**src/rtl/gtrc_pkg.sv**
```systemverilog
package gtrc_pkg;

  localparam int GlyphSlots   = 78;
  localparam int OverlaySide  = 32;
  localparam int OverlayTiles = 504;
  localparam int SlotW        = 7;
  localparam int SideW        = 5;
  localparam int AddrW        = 10;
  localparam int MapDepth     = 1024;
  localparam int TileW        = 9;
  localparam int RefW         = 11;
  localparam int CharW        = 21;
  localparam int CmdW         = 3;
  localparam int StatW        = 3;

  localparam logic [TileW-1:0] MissTile  = 9'd111;
  localparam logic [RefW-1:0]  RefsMax   = 11'd2047;

  typedef enum logic [CmdW-1:0] {
    CMD_MAP   = 3'd0,
    CMD_WRITE = 3'd1,
    CMD_READ  = 3'd2,
    CMD_CLEAR = 3'd3,
    CMD_MODE  = 3'd4
  } cmd_t;

  typedef enum logic [StatW-1:0] {
    ST_OK      = 3'd0,
    ST_RANGE   = 3'd1,
    ST_STALE   = 3'd2,
    ST_UNMAPPED = 3'd3,
    ST_MISS    = 3'd4
  } status_t;

  // controller to datapath commands
  typedef struct packed {
    logic             capture;     // latch input item
    logic             clr_slots;   // free every slot
    logic             set_mode;    // load glyph mode from item
    logic             scan_start;  // zero the slot pointer
    logic             scan_step;   // look at one slot, advance
    logic             map_rd;      // read overlay at item address
    logic             old_upd;     // release ref of old glyph
    logic             new_upd;     // add ref to new glyph and write map
    logic             claim;       // claim the free slot found
    logic             wipe_step;   // zero one map entry
    logic             wipe_start;
  } dp_cmd_t;

  // datapath to controller status
  typedef struct packed {
    cmd_t cmd;
    logic mode_on;
    logic wr_range_bad;
    logic rd_range_bad;
    logic scan_hit;
    logic scan_last;
    logic free_found;
    logic has_char;
    logic wipe_last;
    logic glyph_write;   // mode on and old != new
    logic new_unmapped;
  } dp_stat_t;

  function automatic logic glyph_slot_tile(input logic [TileW-1:0] t);
    return (t >= TileW'(1)) && (t <= TileW'(GlyphSlots));
  endfunction

endpackage

```
**src/rtl/gtrc_ctrl.sv**
```systemverilog
module gtrc_ctrl
  import gtrc_pkg::*;
(
  input  logic             clk,
  input  logic             rst_n,
  input  logic             in_tvalid,
  output logic             in_tready,
  output logic             out_tvalid,
  input  logic             out_tready,
  input  dp_stat_t         stat_i,
  input  logic [TileW-1:0] map_q_i,
  input  logic [SlotW-1:0] hit_slot_i,
  input  logic [SlotW-1:0] free_slot_i,
  input  logic             old_stale_i,
  output dp_cmd_t          cmd_o,
  output logic [TileW-1:0] tile_r_o,
  output logic             load_r_o,
  output logic [StatW-1:0] status_r_o
);

  typedef enum logic [10:0] {
    S_IDLE  = 11'b00000000001,
    S_DEC   = 11'b00000000010,
    S_SCAN  = 11'b00000000100,
    S_RD    = 11'b00000001000,
    S_WOLD  = 11'b00000010000,
    S_WREL  = 11'b00000100000,
    S_WNEW  = 11'b00001000000,
    S_RDOUT = 11'b00010000000,
    S_WIPE  = 11'b00100000000,
    S_OUT   = 11'b01000000000,
    S_INIT  = 11'b10000000000
  } state_t;

  state_t state_r, state_nxt;
  logic [TileW-1:0] tile_r, tile_nxt;
  logic             load_r, load_nxt;
  logic [StatW-1:0] st_r, st_nxt;

  assign in_tready  = (state_r == S_IDLE);
  assign out_tvalid = (state_r == S_OUT);
  assign tile_r_o   = tile_r;
  assign load_r_o   = load_r;
  assign status_r_o = st_r;

  always_ff @(posedge clk) begin
    if (!rst_n) begin
      state_r <= S_INIT;
    end else begin
      state_r <= state_nxt;
    end
    tile_r <= tile_nxt;
    load_r <= load_nxt;
    st_r   <= st_nxt;
  end

  // sequencer
  always_comb begin
    state_nxt = state_r;
    tile_nxt  = tile_r;
    load_nxt  = load_r;
    st_nxt    = st_r;
    cmd_o     = '0;
    unique case (state_r)
      S_INIT: begin
        // overlay sweep after reset
        cmd_o.wipe_step = 1'b1;
        if (stat_i.wipe_last) begin
          state_nxt = S_IDLE;
        end
      end
      S_IDLE: begin
        if (in_tvalid) begin
          cmd_o.capture = 1'b1;
          state_nxt     = S_DEC;
        end
      end
      S_DEC: begin
        tile_nxt = '0;
        load_nxt = 1'b0;
        st_nxt   = status_t'(ST_OK);
        state_nxt = S_OUT;
        unique case (stat_i.cmd)
          CMD_MAP: begin
            if (!stat_i.mode_on) begin
              tile_nxt = MissTile;
              st_nxt   = ST_MISS;
            end else begin
              cmd_o.scan_start = 1'b1;
              state_nxt        = S_SCAN;
            end
          end
          CMD_WRITE: begin
            if (stat_i.wr_range_bad) begin
              st_nxt = ST_RANGE;
            end else begin
              cmd_o.map_rd = 1'b1;
              state_nxt    = S_WOLD;
            end
          end
          CMD_READ: begin
            if (stat_i.rd_range_bad) begin
              st_nxt = ST_RANGE;
            end else begin
              cmd_o.map_rd = 1'b1;
              state_nxt    = S_RDOUT;
            end
          end
          CMD_CLEAR: begin
            cmd_o.clr_slots  = 1'b1;
            cmd_o.wipe_start = 1'b1;
            state_nxt        = S_WIPE;
          end
          CMD_MODE: begin
            cmd_o.set_mode  = 1'b1;
            cmd_o.clr_slots = 1'b0;
            state_nxt       = S_RD;
          end
          default: st_nxt = ST_RANGE;
        endcase
      end
      S_RD: begin
        // mode command, after the mode is set: clear slots when enabling
        cmd_o.clr_slots = stat_i.mode_on;
        state_nxt       = S_OUT;
      end
      S_SCAN: begin
        if (stat_i.scan_hit) begin
          tile_nxt  = TileW'(hit_slot_i) + TileW'(1);
          state_nxt = S_OUT;
        end else if (stat_i.scan_last) begin
          if (stat_i.has_char && stat_i.free_found) begin
            cmd_o.scan_step = 1'b1;
            cmd_o.claim     = 1'b0;
            tile_nxt        = TileW'(free_slot_i) + TileW'(1);
            load_nxt        = 1'b1;
            state_nxt       = S_WNEW;
          end else begin
            tile_nxt  = MissTile;
            st_nxt    = ST_MISS;
            state_nxt = S_OUT;
          end
        end else begin
          cmd_o.scan_step = 1'b1;
        end
      end
      S_WOLD: begin
        // old tile is in, its reference count is being read
        state_nxt = S_WREL;
      end
      S_WREL: begin
        if (stat_i.glyph_write) begin
          cmd_o.old_upd = 1'b1;
        end
        state_nxt = S_WNEW;
      end
      S_WNEW: begin
        if (load_r) begin
          // finishing a map command: claim the slot
          cmd_o.claim = 1'b1;
          state_nxt   = S_OUT;
        end else begin
          st_nxt = (stat_i.glyph_write && old_stale_i) ? ST_STALE : ST_OK;
          if (stat_i.glyph_write && stat_i.new_unmapped) begin
            st_nxt = ST_UNMAPPED;
          end else begin
            cmd_o.new_upd = 1'b1;
          end
          state_nxt = S_OUT;
        end
      end
      S_RDOUT: begin
        tile_nxt  = map_q_i;
        state_nxt = S_OUT;
      end
      S_WIPE: begin
        cmd_o.wipe_step = 1'b1;
        if (stat_i.wipe_last) begin
          state_nxt = S_OUT;
        end
      end
      S_OUT: begin
        if (out_tready) begin
          state_nxt = S_IDLE;
        end
      end
      default: state_nxt = S_IDLE;
    endcase
  end

endmodule

```
**config.mk**
```make
export PLATFORM = sky130hd
export DESIGN_NAME = gtrc_ctrl
export DESIGN_NICKNAME = d
export VERILOG_FILES = /design/src/rtl/gtrc_pkg.sv /design/src/rtl/gtrc_ctrl.sv
export SDC_FILE = /design/constraint.sdc
export NUM_CORES = 1
export LEC_CHECK = 0
export BUFFER_PORTS_ARGS = -buffer_cell sky130_fd_sc_hd__buf_2
export CAP_MARGIN = 20
export CORE_ASPECT_RATIO = 1.4
export CORE_MARGIN = 1.5
export CORE_UTILIZATION = 53
export CTS_CLUSTER_DIAMETER = 50
export DETAILED_ROUTE_END_ITERATION = 10
export PLACE_DENSITY = 0.9
export SYNTH_ARGS = -nofsm -noshare
export SYNTH_HDL_FRONTEND = slang
export SYNTH_SLANG_ARGS = --single-unit
```
**constraint.sdc**
```tcl
create_clock -name clk -period 6 [get_ports clk]
set_clock_uncertainty 0.1 [all_clocks]
set_input_delay 1.2 -clock clk [delete_from_list [all_inputs] [get_ports clk]]
set_output_delay 1.2 -clock clk [all_outputs]
set_load 0.02 [all_outputs]
```
== After elaboration in Yosys (flattened, before gate mapping) ==
Index checks and enable logic that the tools add are counted.
Storage, ports and cells
  flip-flop bits (word level): 24
  latch bits: 0
  memory bits (writable): 0
  memory bits (read-only): 0
  bits of input ports: 41
  output and inout port bits: 26
  memories: 0
Operators by class
  add/sub/neg operators: 2
  multiply operators: 0
  divide/modulo/power cells: 0
  order comparisons: 0
  equality and inequality tests: 25
  shift-type cells: 0
  multiplexer cells: 58
  bitwise operators: 0
  reductions and logical operators: 14
Operators by type and width (number)
  11-bit one-hot mux with 9 select lines: 1
  11-bit 2-to-1 mux: 6
  10-bit one-hot mux with 5 select lines: 1
  10-bit 2-to-1 mux: 4
  1-bit 2-to-1 mux: 27
  9-bit one-hot mux with 3 select lines: 1
  9-bit 2-to-1 mux: 2
  7-bit by 1-bit adder with 8-bit output (second input constant): 2
  2-bit != test (second input constant): 8
  3-bit 2-to-1 mux: 5
  7-bit 2-to-1 mux: 2
  3-bit one-hot mux with 4 select lines: 1
  11-bit by 1-bit == test with 1-bit output (second input constant): 1
  11-bit by 10-bit == test with 1-bit output (second input constant): 1
  11-bit == test (second input constant): 1
  11-bit by 2-bit == test with 1-bit output (second input constant): 1
  11-bit by 3-bit == test with 1-bit output (second input constant): 1
  11-bit by 4-bit == test with 1-bit output (second input constant): 1
  11-bit by 5-bit == test with 1-bit output (second input constant): 1
  11-bit by 6-bit == test with 1-bit output (second input constant): 1
  11-bit by 7-bit == test with 1-bit output (second input constant): 1
  11-bit by 8-bit == test with 1-bit output (second input constant): 1
  11-bit by 9-bit == test with 1-bit output (second input constant): 1
  5-bit AND reduction: 2
  17 further kinds: 26

== Depth between registers and ports, before layout ==
  word-level depth: 5
  gate-level depth with buffers: 8
  gate-level depth less buffers: 7

== Worst setup path after synthesis ==
Ideal clock, no wire load.
  kind: input to output
  start point: input stat_i[6] (netlist name)
  end point: output cmd_o[6] (netlist name)
  arrival time: 2.107 ns
  setup slack: 2.593 ns
  cell stages on the path: 4
  cell sequence: clkbuf_1 > nor2_1 > nor2_1 > nor2_1
RTL lines
  start: declaration: RTL line gtrc_ctrl.sv:10  | input dp_stat_t stat_i,
  end: declaration: RTL line gtrc_ctrl.sv:15  | output dp_cmd_t cmd_o,

==> metrics.cfg <==
[setup_path]
crit_arrival_ns=2.37
cp_slowest_cell=dfxtp_1
path_class=reg -> out
r2r-start=state_r[1]
critPathMaxFanout=14
cp_cell_sequence=nor4_1, and4_1, nor2b_1, nand3_1, o41ai_1, buf_2
cpLargestDelayFamily=simple AND/OR/NAND/NOR gates
cp_slowest_stage_delay_ns=0.51
end_kind=output port
rr_worst_depth=4
ff2ff_setup_slack_ns=2.93
r2r-end=tile_r_o[4]
cp-start-kind=register
crit_buf_inv=1
crit_required_ns=4.70

[clocking]
clk_latency_ns=0.27
cts-hold-fix-buffers=0
clk_pin_slew_worst_paths_ns=0.08
cts_sinks=24
cts_setup_buffers=0
htreeDepth=1
cts_tree=done
cts_resized=0
numCtsBuffers=3
cts_root_buffer=clkbuf_8
clockBufferDepth=2

[die]
fp-row-count=24
die_h_um=71.7
dieArea_sq_um=3730
coreArea_sq_um=3150
initial_core_util_pct=56.7
dieWidth_um=52.1
io_pins=67

[synthesis]
ys_seq_elements=24
ys_async_sr_fraction_pct=0
synthCells=212
synthesis.nets=255
yosysSeqAreaShare_pct=34.2
synth_cell_types=51
syn_area_per_cell_sq_um=8.43
synth_ff_type=edfxtp_1
synth_edf_count=13
synth_area_sq_um=1790
synth_warnings=0

[global_routing]
grt_pass1_wl_um=7610
antenna_found_initial=0
grt_max_degree=15
overflow=0
grt_pass1_vias=1719
track_usage_pct=26.5

[placed_design]
dp.cells=307
pre_cts_slack_ns=2.52
dp_hpwl_um=3710
place_congestion=0.875
placement.io_buffers=66

[sta]
setup_violations=0
min_period_over_period_pct=61.1
tightest_slew_ns=0.859
fmax_mhz=273
hold_viol=0
drv_slew=0
min_period_ns=3.67
tns_ns=0
rsz0062_at_grt=false
setup_slack_ns=2.33
slew_headroom_pct=41.9

[worst_hold_path]
hold_path_class=reg -> reg
whs_endpoint=state_r[10]
min_from=state_r[10]
min_path_cells=2

[final_layout]
multi_input_area_sq_um=1080
layout_commonest_cell=buf_2
drive_above_1_share_pct=29.0
area_growth_pct=20.9
layout_common_cells=buf_2 (66), nor2_1 (24), nand2_1 (14)
postLayoutCoreUtil_pct=68.5
fin_cells=311
fin_nets=316
diodes=0
nFillCells=274
ff_latch_area_sq_um=611

[power]
peakVddDrop_uv=159
leakage_nw=0.967
p_total_mw=0.357
p_per_area_nw_per_um2=165

[route]
wirelength_um=4750
drtPass1Iterations=4
drc=0
vias=1918
wl_per_cell_um=15.3
avgViaCountPerCell=6.17
antenna_left=0
drt_iter0_drc=92

[flow_run]
maxCapViolations=0

[run_status]
status=finished clean

[worst register-to-register path: stages (launching register included)]
cell	delay, ns
dfxtp_1	0.44
or4_1	0.63
nor4_2	0.75
inv_1	0.12
a21oi_1	0.67
[cell families (layout without fill, tap and decap cells)]
| group | Yosys count | after routing | share of synthesized area (%) |
|---|---|---|---|
| buffers and inverters | 22 | 82 | 5.46 |
| AOI/OAI and AO/OA | 47 | 47 | 17.8 |
| DFF | 24 | 24 | 34.2 |
| and+or+nand+nor | 103 | 103 | 34.3 |
| adders and majority gates | 2 | 2 | 1.40 |
| xor gates and xnor gates | 14 | 14 | 6.86 |
[synth_stat cells, drive strengths merged (2+ instances only)]
library cell | n | share of area (%)
nor4 | 7 | 4.0
a31oi | 2 | 0.70
nor2b | 6 | 2.1
a21oi | 10 | 2.8
or4 | 4 | 1.9
buf | 8 | 2.4
o21a | 4 | 1.7
nand2 | 14 | 2.9
nand3 | 11 | 3.8
inv | 12 | 2.7
a221oi | 5 | 2.5
clkbuf | 2 | 0.42
a211o | 5 | 2.5
nand2b | 2 | 0.70
a211oi | 2 | 0.84
xor2 | 4 | 2.0
o22ai | 2 | 0.70
dfxtp | 11 | 12
and2 | 2 | 0.84
a22oi | 2 | 0.84
and3 | 5 | 1.8
nand4 | 4 | 1.4
xnor2 | 10 | 4.9
nor3b | 2 | 0.84
o21ai | 10 | 2.8
nor2 | 24 | 5.0
and4 | 4 | 2.0
ha | 2 | 1.4
nor3 | 8 | 2.2
edfxtp | 13 | 22
nand4b | 2 | 0.98
[metal layers]
metal	track usage, %	vias to the layer above	wire length [um]
met5	0	-	0
met4	12.3	0	194
met3	2.92	20	366
met2	47.3	103	2460
met1	30.8	885	1720
li1	-	910	-
[area by class of cell]
cell class | instances | area share (%)
inverter | 12 | 2.20
sequential | 24 | 28.3
clock buffer | 4 | 2.08
timing repair buffer | 66 | 15.3
multi-input combinational | 166 | 49.9
tap | 39 | 2.26
[power breakdown]
group,total (mW),switching [mW],internal (mW),leakage [nW]
Sequential,0.181,0.00559,0.175,0.214
Clock,0.0981,0.0506,0.0475,0.0228
Combinational,0.0786,0.0443,0.0343,0.731
Total,0.357,0.100,0.257,0.967
[through the flow]
| step | cell area (sq um) | hold slack [ns] |
|---|---|---|
| 2_1_floorplan | 1790 | 0.485 |
| 3_3_place_gp | 2120 | 0.465 |
| 3_5_place_dp | 2120 | 0.468 |
| 4_1_cts | 2160 | 0.483 |
| 5_1_grt | 2160 | 0.501 |
| 6_report | 2160 | 0.500 |
[flip-flops by register name (all words and copies together) (netlist names)]
register / cells
status_r_o: 3
state_r: 11
tile_r_o: 9
load_r_o: 1
[how the worst max path moves through the flow]
stage | end | slack, ns | depth (start not counted) | startpoint
2_1_floorplan | cmd_o[6] | 2.59 | 4 | stat_i[6]
6_report | cmd_o[9] | 2.33 | 6 | state_r[2]
3_5_place_dp | cmd_o[6] | 2.52 | 5 | stat_i[6]
5_1_grt | cmd_o[9] | 2.24 | 6 | state_r[2]
4_1_cts | cmd_o[9] | 2.38 | 6 | state_r[2]
3_3_place_gp | cmd_o[6] | 2.54 | 5 | stat_i[6]
(Power assumes the default switching activity.)
